**src/hw/rtl/cdq_pkg.sv**
```systemverilog
// Package for the circular edge deque: command and status codes, controller
// states, command/status structs. No dependencies.
package cdq_pkg;

  localparam int DepthDefault = 64;
  localparam int EntryW = 32;

  typedef enum logic [3:0] {
    CMD_CLEAR = 4'd0, CMD_PUSH_F = 4'd1, CMD_PUSH_B = 4'd2, CMD_POP_F = 4'd3,
    CMD_POP_B = 4'd4, CMD_PEEK_F = 4'd5, CMD_PEEK_B = 4'd6, CMD_READ = 4'd7,
    CMD_FIND = 4'd8, CMD_SORT = 4'd9
  } cmd_t;

  typedef enum logic [1:0] {
    ST_OK = 2'd0, ST_FULL = 2'd1, ST_EMPTY = 2'd2, ST_INDEX = 2'd3
  } status_t;

  typedef enum logic [3:0] {
    S_IDLE, S_EXEC, S_RDWAIT, S_FIND_RD, S_FIND_CMP, S_SORT_RDI, S_SORT_RDJ,
    S_SORT_CMP, S_SORT_WRJ, S_SORT_NEXT, S_DONE
  } state_t;

  // controller -> datapath
  typedef struct packed {
    logic load;       // latch input word
    logic exec;       // simple command: update pointers, issue read
    logic rd_capture; // take read data as result
    logic find_init;
    logic find_rd;
    logic find_cmp;
    logic sort_init;
    logic sort_rdi;
    logic sort_rdj;
    logic sort_cmp;   // compare, write i-slot if swapping
    logic sort_wrj;   // write j-slot
    logic sort_next;  // advance i/j
  } ctl_t;

  // datapath -> controller
  typedef struct packed {
    logic is_read;    // simple command that needs a memory read
    logic is_find;
    logic is_sort;
    logic find_done;
    logic find_hit;
    logic sort_done;
    logic swap;
  } sts_t;

endpackage

```
**src/hw/rtl/circular_deque_with_weight_sort.sv**
```systemverilog
// Circular deque of edge entries with in-place weight sort (top level).
// Channels: s_axis carries one command word; m_axis returns one result word
// per command. Reset (rst, synchronous) empties the deque; entries are not
// cleared. After acceptance each command passes through S_EXEC; a peek or
// read that finds an entry adds S_RDWAIT, contains reads and compares each
// entry visited, and sort reads and compares each pair and writes back both
// slots when swapping, with one read and one write per cycle on the entry
// memory. A new command is taken in the cycle after the result word is
// accepted.
// One command is in flight at a time; s_axis_tready is low from acceptance
// until the result is taken. A stalled m_axis holds its word.
// Depends on cdq_pkg, cdq_ctrl, cdq_dp.
module circular_deque_with_weight_sort import cdq_pkg::*; #(
  parameter int DEPTH = DepthDefault
) (
  input  logic        clk,
  input  logic        rst,
  input  logic        s_axis_tvalid,
  output logic        s_axis_tready,
  input  logic [47:0] s_axis_tdata,  // cmd[3:0], orig, dest, weight, index, pad
  output logic        m_axis_tvalid,
  input  logic        m_axis_tready,
  output logic [47:0] m_axis_tdata   // status, orig_out, dest_out, weight_out, found, count, pad
);

  localparam int CW = $clog2(DEPTH + 1);

  ctl_t ctl;
  sts_t sts;
  logic [1:0] status;
  logic [EntryW-1:0] rd_word;
  logic found;
  logic [CW-1:0] count;

  cdq_ctrl u_ctrl (
    .clk(clk), .rst(rst), .in_valid(s_axis_tvalid), .in_ready(s_axis_tready),
    .out_valid(m_axis_tvalid), .out_ready(m_axis_tready), .sts(sts), .ctl(ctl)
  );

  cdq_dp #(.DEPTH(DEPTH)) u_dp (
    .clk(clk), .rst(rst), .ctl(ctl), .sts(sts),
    .cmd(s_axis_tdata[3:0]), .orig(s_axis_tdata[11:4]), .dest(s_axis_tdata[19:12]),
    .weight(s_axis_tdata[35:20]), .index(s_axis_tdata[41:36]),
    .status(status), .rd_word(rd_word), .found(found), .count(count)
  );

  assign m_axis_tdata = {6'd0, 7'(count), found, rd_word[15:0], rd_word[23:16],
                         rd_word[31:24], status};

endmodule

```
**src/hw/rtl/cdq_ctrl.sv**
```systemverilog
// Controller state machine for the circular edge deque.
// Depends on cdq_pkg.
module cdq_ctrl import cdq_pkg::*; (
  input  logic clk,
  input  logic rst,
  input  logic in_valid,
  output logic in_ready,
  output logic out_valid,
  input  logic out_ready,
  input  sts_t sts,
  output ctl_t ctl
);

  state_t state, state_next;

  always_ff @(posedge clk) begin
    if (rst) state <= S_IDLE;
    else     state <= state_next;
  end

  always_comb begin
    state_next = state;
    unique case (state)
      S_IDLE:      if (in_valid) state_next = S_EXEC;
      S_EXEC: begin
        priority if (sts.is_find) state_next = S_FIND_RD;
        else if (sts.is_sort)     state_next = S_SORT_NEXT;
        else if (sts.is_read)     state_next = S_RDWAIT;
        else                      state_next = S_DONE;
      end
      S_RDWAIT:    state_next = S_DONE;
      S_FIND_RD:   state_next = sts.find_done ? S_DONE : S_FIND_CMP;
      S_FIND_CMP:  state_next = sts.find_hit ? S_DONE : S_FIND_RD;
      S_SORT_NEXT: state_next = sts.sort_done ? S_DONE : S_SORT_RDI;
      S_SORT_RDI:  state_next = S_SORT_RDJ;
      S_SORT_RDJ:  state_next = S_SORT_CMP;
      S_SORT_CMP:  state_next = sts.swap ? S_SORT_WRJ : S_SORT_NEXT;
      S_SORT_WRJ:  state_next = S_SORT_NEXT;
      S_DONE:      if (out_ready) state_next = S_IDLE;
      default:     state_next = S_IDLE;
    endcase
  end

  always_comb begin
    ctl = '0;
    in_ready = (state == S_IDLE);
    out_valid = (state == S_DONE);
    unique case (state)
      S_IDLE:      ctl.load = in_valid;
      S_EXEC: begin
        ctl.exec = 1'b1;
        ctl.find_init = sts.is_find;
        ctl.sort_init = sts.is_sort;
      end
      S_RDWAIT:    ctl.rd_capture = 1'b1;
      S_FIND_RD:   ctl.find_rd = 1'b1;
      S_FIND_CMP:  ctl.find_cmp = 1'b1;
      S_SORT_NEXT: ctl.sort_next = 1'b1;
      S_SORT_RDI:  ctl.sort_rdi = 1'b1;
      S_SORT_RDJ:  ctl.sort_rdj = 1'b1;
      S_SORT_CMP:  ctl.sort_cmp = 1'b1;
      S_SORT_WRJ:  ctl.sort_wrj = 1'b1;
      default: ;
    endcase
  end

  a_ready_only_idle: assert property (@(posedge clk) disable iff (rst)
    in_ready |-> !out_valid) else $error("ready while result pending");
  a_done_holds: assert property (@(posedge clk) disable iff (rst)
    out_valid && !out_ready |=> out_valid) else $error("result dropped");
  a_accept_exec: assert property (@(posedge clk) disable iff (rst)
    in_valid && in_ready |=> state == S_EXEC) else $error("accept lost");

endmodule

```
**src/hw/rtl/cdq_dp.sv**
```systemverilog
// Datapath for the circular edge deque: entry memory, head/fill, scan indices.
// Depends on cdq_pkg.
module cdq_dp import cdq_pkg::*; #(
  parameter int DEPTH = DepthDefault
) (
  input  logic        clk,
  input  logic        rst,
  input  ctl_t        ctl,
  output sts_t        sts,
  input  logic [3:0]  cmd,
  input  logic [7:0]  orig,
  input  logic [7:0]  dest,
  input  logic [15:0] weight,
  input  logic [5:0]  index,
  output logic [1:0]  status,
  output logic [EntryW-1:0] rd_word,
  output logic        found,
  output logic [$clog2(DEPTH+1)-1:0] count
);

  localparam int AW = $clog2(DEPTH);
  localparam int CW = $clog2(DEPTH + 1);
  localparam int IW = (CW > 6) ? CW : 6;

  logic [EntryW-1:0] mem [DEPTH];
  logic [EntryW-1:0] rdata;
  logic [EntryW-1:0] ent_i, key;
  logic [AW-1:0] head;
  logic [CW-1:0] fill;
  logic [3:0] cmd_q;
  logic [IW-1:0] idx_q;
  logic [CW-1:0] si, sj;

  logic          we;
  logic [AW-1:0] waddr, raddr;
  logic [EntryW-1:0] wdata;
  logic          full, empty;
  logic [CW-1:0] pos;
  logic [AW-1:0] head_dec;

  function automatic logic [AW-1:0] slot(input logic [AW-1:0] h, input logic [CW-1:0] p);
    logic [CW:0] s;
    s = {{(CW+1-AW){1'b0}}, h} + {1'b0, p};
    if (s >= (CW+1)'(DEPTH)) s = s - (CW+1)'(DEPTH);
    return s[AW-1:0];
  endfunction

  assign full  = (fill == CW'(DEPTH));
  assign empty = (fill == '0);
  assign head_dec = (head == '0) ? AW'(DEPTH - 1) : head - AW'(1);

  always_comb begin
    unique case (cmd_q)
      CMD_PEEK_B: pos = fill - CW'(1);
      CMD_READ:   pos = CW'(idx_q);
      default:    pos = '0;
    endcase
  end

  always_comb begin
    sts.is_find   = (cmd_q == CMD_FIND);
    sts.is_sort   = (cmd_q == CMD_SORT);
    sts.is_read   = ((cmd_q == CMD_PEEK_F || cmd_q == CMD_PEEK_B) && !empty) ||
                    (cmd_q == CMD_READ && idx_q < IW'(fill));
    sts.find_done = (si >= fill);
    sts.find_hit  = (rdata == key);
    sts.sort_done = (sj + CW'(1) >= fill) && (si + CW'(2) >= fill);
    sts.swap      = (ent_i[15:0] < rdata[15:0]);
  end

  always_comb begin
    we = 1'b0; waddr = '0; wdata = key; raddr = slot(head, pos);
    priority if (ctl.exec && cmd_q == CMD_PUSH_F && !full) begin
      we = 1'b1; waddr = head_dec;
    end else if (ctl.exec && cmd_q == CMD_PUSH_B && !full) begin
      we = 1'b1; waddr = slot(head, fill);
    end else if (ctl.sort_cmp && sts.swap) begin
      we = 1'b1; waddr = slot(head, si); wdata = rdata;
    end else if (ctl.sort_wrj) begin
      we = 1'b1; waddr = slot(head, sj); wdata = ent_i;
    end
    priority if (ctl.find_rd || ctl.sort_rdi) raddr = slot(head, si);
    else if (ctl.sort_rdj) raddr = slot(head, sj);
  end

  always_ff @(posedge clk) begin
    if (we) mem[waddr] <= wdata;
    rdata <= mem[raddr];
  end

  always_ff @(posedge clk) begin
    if (ctl.load) begin
      cmd_q <= cmd;
      key   <= {orig, dest, weight};
      idx_q <= IW'(index);
    end
    if (ctl.sort_rdj) ent_i <= rdata;
  end

  always_ff @(posedge clk) begin
    if (rst) begin
      head <= '0; fill <= '0; status <= ST_OK; rd_word <= '0; found <= 1'b0;
      si <= '0; sj <= '0;
    end else begin
      if (ctl.load) begin
        status <= ST_OK; rd_word <= '0; found <= 1'b0;
      end
      if (ctl.exec) begin
        unique case (cmd_q)
          CMD_CLEAR: begin head <= '0; fill <= '0; end
          CMD_PUSH_F: if (full) status <= ST_FULL;
                      else begin head <= head_dec; fill <= fill + CW'(1); end
          CMD_PUSH_B: if (full) status <= ST_FULL; else fill <= fill + CW'(1);
          CMD_POP_F:  if (empty) status <= ST_EMPTY;
                      else begin head <= slot(head, CW'(1)); fill <= fill - CW'(1); end
          CMD_POP_B:  if (empty) status <= ST_EMPTY; else fill <= fill - CW'(1);
          CMD_PEEK_F, CMD_PEEK_B: if (empty) status <= ST_EMPTY;
          CMD_READ:   if (idx_q >= IW'(fill)) status <= ST_INDEX;
          default: ;
        endcase
      end
      if (ctl.rd_capture) rd_word <= rdata;
      if (ctl.find_init) si <= '0;
      if (ctl.find_cmp) begin
        if (sts.find_hit) found <= 1'b1;
        si <= si + CW'(1);
      end
      // sort: i outer, j inner; si/sj start at (0,0) so first next gives (0,1)
      if (ctl.sort_init) begin si <= '0; sj <= '0; end
      if (ctl.sort_next) begin
        if (sj + CW'(1) < fill) sj <= sj + CW'(1);
        else begin si <= si + CW'(1); sj <= si + CW'(2); end
      end
    end
  end

  assign count = fill;

  a_fill_bound: assert property (@(posedge clk) disable iff (rst)
    fill <= CW'(DEPTH)) else $error("fill overflow");
  a_found_find: assert property (@(posedge clk) disable iff (rst)
    $rose(found) |-> cmd_q == CMD_FIND) else $error("found outside search");
  a_scan_order: assert property (@(posedge clk) disable iff (rst)
    ctl.sort_rdi |-> si < sj) else $error("sort pair order");

endmodule
```
**config.mk**
```make
export PLATFORM = sky130hd
export DESIGN_NAME = circular_deque_with_weight_sort
export DESIGN_NICKNAME = d
export VERILOG_FILES = /design/src/hw/rtl/cdq_pkg.sv /design/src/hw/rtl/circular_deque_with_weight_sort.sv /design/src/hw/rtl/cdq_ctrl.sv /design/src/hw/rtl/cdq_dp.sv
export SDC_FILE = /design/constraint.sdc
export NUM_CORES = 2
export LEC_CHECK = 0
export CAP_MARGIN = 15
export CORE_ASPECT_RATIO = 0.7
export CORE_MARGIN = 2
export CORE_UTILIZATION = 50
export DETAILED_ROUTE_END_ITERATION = 8
export DONT_BUFFER_PORTS = 1
export REMOVE_ABC_BUFFERS = 1
export SYNTH_ARGS = -nofsm -noshare
export SYNTH_HDL_FRONTEND = slang
export SYNTH_HIERARCHICAL = 1
export SYNTH_SLANG_ARGS = --single-unit
```
**constraint.sdc**
```tcl
create_clock -name clk -period 6.6 [get_ports clk]
set_input_delay 0.66 -clock clk [delete_from_list [all_inputs] [get_ports clk]]
set_output_delay 0.66 -clock clk [all_outputs]
set_load 0.05 [all_outputs]
```
==> Word-level counts from Yosys, hierarchy flattened <==
Memory sizes are Yosys's and may differ from the RTL's. A register that Yosys moved wholly into a read port is not among the register bits.
Index checks and enable logic that the tools add are counted.
{ "totals": {"latchBits": 0, "word_cells": 165, "memories": 1, "inputBits": 52, "out_inout_bits": 50, "ramBits": 2048, "mem_bits_ro": 0, "regBits": 140} }
{ "mem_list": {"columns": ["memory", "words", "word_bits", "rd", "rd_ports_with_merged_regs", "wr", "line_no", "text"], "rows": [
  ["u_dp.mem", 64, 32, 1, 1, 1, "cdq_dp.sv:25", "logic [EntryW-1:0] mem [DEPTH];"]
]} }
{ "op_classes": {"order_cmp": 12, "mux": 70, "bitwise": 0, "n_shift": 0, "eq_ne": 27, "reduce_logical": 27, "n_div": 0, "n_addsub": 16, "n_mul": 0} }
{ "op_table": {"columns": ["op", "count"], "rows": [
  ["$mux 32", 6],
  ["$mux 6", 14],
  ["$mux 7", 10],
  ["$pmux 4 s11", 1],
  ["$sub 6x1->6 const B", 6],
  ["$add 6x7->8", 4],
  ["$eq 32x32->1", 1],
  ["$eq 4x3->1 const B", 8],
  ["$ge 8x7->1 const B", 4],
  ["$mux 4", 8],
  ["$mux 1", 22],
  ["$add 7x1->7 const B", 3],
  ["$ge 7x7->1", 3],
  ["$pmux 7 s3", 1],
  ["$eq 4x4->1 const B", 5],
  ["$pmux 6 s3", 1],
  ["$eq 4x2->1 const B", 4],
  ["$lt 16x16->1", 1],
  ["$pmux 7 s2", 1],
  ["$mux 2", 5],
  ["$ne 2x2->1 const B", 5],
  ["$eq 4x1->1 const B", 2],
  ["$logic_and 1x1->1", 8],
  ["$logic_not 4->1", 2],
  ["other kinds (20)", 27]
]} }

==> Longest topological paths before layout <==
{ "logic_depth": {"depth_word": 8, "depth_mapped": 18} }

==> Cells and area by module <==
The synthesis kept the hierarchy.
{ "by_module_without_submodules": {"columns": ["mod", "cells_per_inst", "seq_area_each_um2", "instances", "area_each_um2"], "rows": [
  ["cdq_dp", 6778, 65602.9, 1, 91256.3],
  ["cdq_ctrl", 63, 80.1, 1, 410.4],
  ["circular_deque_with_weight_sort", 8, 0.0, 1, 56.3]
]} }

==> Worst setup path before layout <==
Ideal clock, no wire load.
{ "synth_path": {"path_kind": "register -> register", "from": "register u_dp.fill[1], in the netlist u_dp/count[1]", "to": "memory u_dp.mem[61][0], enable pin", "n_path_buf": 2, "t_required_ns": 6.139, "path_stages_with_launch": 13, "path_slack_ns": 0.898, "setup_time_ns": 0.461, "synth_period_minus_slack_ns": 5.702, "arrival_ns": 5.241, "path_cell_list": "dfxtp_1 -> inv_1 -> ha_1 -> or3b_1 -> clkbuf_2 -> o21ai_1 -> nor2_1 -> nor2_1 -> a21oi_1 -> o22ai_1 -> or2_2 -> clkbuf_1 -> nor3_1"} }
{ "synth_via": {"elab_chain_cells": 7, "elab_cells_between_ends": 14, "cone_classes": "add/sub (2); order compare (1); eq/ne (1); mux (7); reduce/logical (3)"} }
{ "synth_rtl": {"columns": ["element", "line_no", "text"], "rows": [
  ["start: declaration", "cdq_dp.sv:29", "logic [CW-1:0] fill;"],
  ["start signal: assignment", "cdq_dp.sv:115", "else begin head <= slot(head, CW'(1)); fill <= fill - CW'(1); end"],
  ["parallel branches: the longest is 7 deep, another holds $add 6x7->8", null, null],
  ["end: declaration", "cdq_dp.sv:25", null]
]} }
Parallel ways; which one is timed is not known.

==> Worst setup path after layout <==
{ "layout_path": {"from": "register u_dp.cmd_q[0]", "to": "register u_dp.rdata[20], read port of u_dp.mem"} }
{ "layout_via": {"elab_chain_cells": 7, "elab_cells_between_ends": 9, "cone_classes": "add/sub (2); order compare (1); eq/ne (2); mux (4)"} }
{ "layout_rtl": {"columns": ["element", "line_no", "text"], "rows": [
  ["start: declaration", "cdq_dp.sv:30", "logic [3:0] cmd_q;"],
  ["start signal: assignment", "cdq_dp.sv:93", "cmd_q <= cmd;"],
  ["$eq 4x3->1", "cdq_dp.sv:53", "unique case (cmd_q)"],
  ["$pmux 7 s2 (*)", "cdq_dp.sv:53", null],
  ["$add 6x7->8 (*)", "cdq_dp.sv:43", "s = {{(CW+1-AW){1'b0}}, h} + {1'b0, p};"],
  ["$ge 8x7->1 / $sub 6x1->6 (equally long branches)", "cdq_dp.sv:44", "if (s >= (CW+1)'(DEPTH)) s = s - (CW+1)'(DEPTH);"],
  ["$mux 6 (*)", "cdq_dp.sv:44", null],
  ["$mux 6 (*)", "cdq_dp.sv:83", "else if (ctl.sort_rdj) raddr = slot(head, sj);"],
  ["$mux 6 (*)", "cdq_dp.sv:82", "priority if (ctl.find_rd || ctl.sort_rdi) raddr = slot(head, si);"],
  ["end: declaration", "cdq_dp.sv:26", "logic [EntryW-1:0] rdata;"]
]} }
Every way passes the cells marked *; elsewhere a longest branch is shown, timed or not.
A chain may end at the register's enable or synchronous reset.

==> metrics.txt <==
Place WS=1.00 ns; Async S/R FF share, synth=0%; fmax=0.173 GHz; GR Overflow Total=0; Post-layout nets=6958; setup slack, reg-to-reg=~0.8 ns; RSZ-0062 raised after global routing=false; Initial Utilization=50.3%; Max FO, Critical Path=77; GP Congestion=about 0.89; CP startpoint=u_dp/cmd_q[0]; Yosys top cell by area=edfxtp_1; Rel. slew slack=16.8%; ys flop type=edfxtp_1; initial antenna violation count=4; syn_area_per_cell=between 10 and 15 um^2; Total Power=between 40 and 50 mW; Mapped Cells=~6800; Root Buffer=clkbuf_16; area delta synth->final=12.4%; DP Area=95900 um^2; number of fill cells=between 10000 and 15000; Die Ht=roughly 360 um; die area=187000 um^2; placed insts=9031; Final setup violation count=0; Routed WL per cell=27.1 um; Core ar.=~180000 um^2; CTS resizes=0; sequential share of the synthesized area=71.6%; Reg2Reg Launch Point=u_dp/cmd_q[0]; max cap viols=0; Startpoint Class=register; Synth Warn #=6; number of cell rows=131; crit path to=u_dp/rdata[20]; Mapped Area=91700 um^2; CP Data Arrival Time=6.54 ns; htree depth=4; largest net degree at the start of global routing=between 100 and 150; postcts setup bufs=0; Post-DP HPWL=approximately 140000 um; first-pass GRT wire length=about 370000 um; synth unique cells=84; final setup skew=0.0943 ns; most frequent cell after synthesis=edfxtp_1; ratio of cells with drive above 1 in the final layout=9.43%; worst hold-check path type=in -> reg; #FFs+latches synth=2220; Setup WS post-layout=0.812 ns; worst vdd ir=0.308 mV; outcome=completed; num ports=102; IO buf count=0; Final min period=a little under 6 ns; Post-synth EDFFs=2122; clk buf depth=4; post-synth top area share=69.5%; clk_lat worst skew=0.88 ns; PwrDens=398 nW/um^2; Worst EP required=between 7 and 8 ns; WS Path Type=reg -> reg; drt pass-1 iters=6; P_leak=33.8 nW; initial DRC count=6854; overall track demand over capacity in global routing=26.9%; final hold vios=0; Reg clk slew, reported paths=around 0.070 ns; Final Max Tran Viols=0; clk sinks=2220; Cell Count, Final, Fillers Out=9458; DR vias=around 58000; worst-margin pin slew=1.24 ns; Final Core Density=56.6%; Post-synth top cells=2122 x edfxtp_1, 1444 x nand2_1, 383 x a211oi_1; CP endpoint kind=register; Detailed Route WL=256000 um; CTS tree=yes; final period utilization=~88%; Reg2Reg Depth=15; Via density=6.13; R2R Path End=u_dp/rdata[20]; design area=103000 um^2; DRC Markers=0; final antenna-violating net count=0; number of global-route vias before repair=53800; Synth area leaders=edfxtp_1 69%, nand2_1 5.9%, a211oi_1 3.1%; Num CTS Buffers=between 200 and 250; Die Width=516 um
==> metal layers <==
metal  share of wire, %  global-route usage, %  vias up
met5             0.0051                      0        -
met4                3.1                   8.36        2
met2                 44                   39.4     2464
li1                   -                      -    25900
met3                8.3                   4.42      363
met1                 45                   41.2    29200
==> layout make-up <==
cell class	instances	area, um^2	share of cell area [%]
sequential	2220	65700	63.7
inverter	42	158	0.153
clock inverter	88	771	0.748
antenna	1	2.50	0.00243
tap	2460	3080	2.99
multi-input combinational	4082	24500	23.8
timing repair buffer	275	2990	2.90
clock buffer	290	5890	5.72
==> how the worst min path moves through the flow <==
| stage | startpoint | end | depth (start not counted) |
|---|---|---|---|
| final | rst | u_dp/si[4] | 2 |
| after global routing | rst | u_dp/si[5] | 2 |
| after detailed placement | u_dp/rdata[23] | u_dp/ent_i[23] | 0 |
| after floorplan | u_dp/rdata[31] | u_dp/ent_i[31] | 0 |
| after CTS | rst | u_dp/si[4] | 2 |
| after global placement | u_dp/rdata[23] | u_dp/ent_i[23] | 0 |
==> sequential cells by signal, summed over array words and instances, names as in the netlist <==
name	cells
u_dp/count	7
u_dp/ent_i	32
u_dp/status	2
u_dp/rdata	32
u_ctrl/state	4
u_dp/head	6
u_dp/si	7
u_dp/found	1
u_dp/sj	7
u_dp/idx_q	6
u_dp/mem	2048
u_dp/key	32
u_dp/cmd_q	4
u_dp/rd_word	32
==> logic make-up after synthesis <==
group / after synthesis / share of synthesized area [%]
compound gates: 1258 / 10.3
xor+xnor: 64 / 0.626
fa+ha+maj: 72 / 1.01
buf+inv: 552 / 2.64
flops: 2220 / 71.6
mux: 45 / 0.497
other cells: 1 / 0.00409
simple gates: 2637 / 13.3
==> stage by stage <==
step,hold WS [ns],TNS (ns)
3_5_place_dp,0.499,0
4_1_cts,0.0479,0
2_1_floorplan,0.472,-1398.00
6_report,0.108,0
5_1_grt,0.0667,0
3_3_place_gp,0.509,0
==> layout by cell type (no fill, tap or decap), types with 18 or more instances in the layout <==
cell type,count
clkbuf_8,19
a31oi_1,69
clkbuf_16,217
o22ai_1,39
xor2_1,47
and2_0,64
or4b_1,31
dfxtp_1,98
clkbuf_1,54
a21oi_1,158
ha_1,68
nor4_1,39
nand3_1,246
nor3_1,139
a211oi_1,383
nor3b_1,35
edfxtp_1,2122
a21oi_4,32
nor2_4,33
nand2_1,1443
clkinv_1,37
clkinv_2,30
buf_12,57
inv_1,42
nor2b_1,18
a311oi_1,321
and3_1,104
a311o_1,94
buf_4,170
dlygate4sd3_1,43
nor2_1,123
o21ai_0,38
and2_1,256
o211ai_1,40
nor3_2,33
nand2b_1,26
mux2i_1,41
==> critical path, cell delays in order, from the launching register on <==
cell	delay, ns
edfxtp_1	0.65
nand2_1	0.22
nor3b_2	0.49
nand2_1	0.12
o21ai_0	0.22
ha_1	0.30
inv_1	0.07
fa_1	0.45
nor2b_1	0.19
o31ai_4	0.75
buf_12	0.42
buf_12	0.37
a311o_1	0.21
a21oi_1	0.09
o211ai_1	0.53
or4b_1	0.47
==> report_power, final <==
part           total [mW]  internal (mW)  switching, mW
sequential           18.4           17.7          0.630
clock                11.9           6.76           5.19
combinational        10.7           2.97           7.71
total                41.0           27.5           13.5
==> timing repair <==
action	CTS	global route
endpoints found under the hold margin	104	0
hold buffers	44	0
endpoints found under the setup margin	0	0
Note: power is estimated with default switching activity, not from simulation.
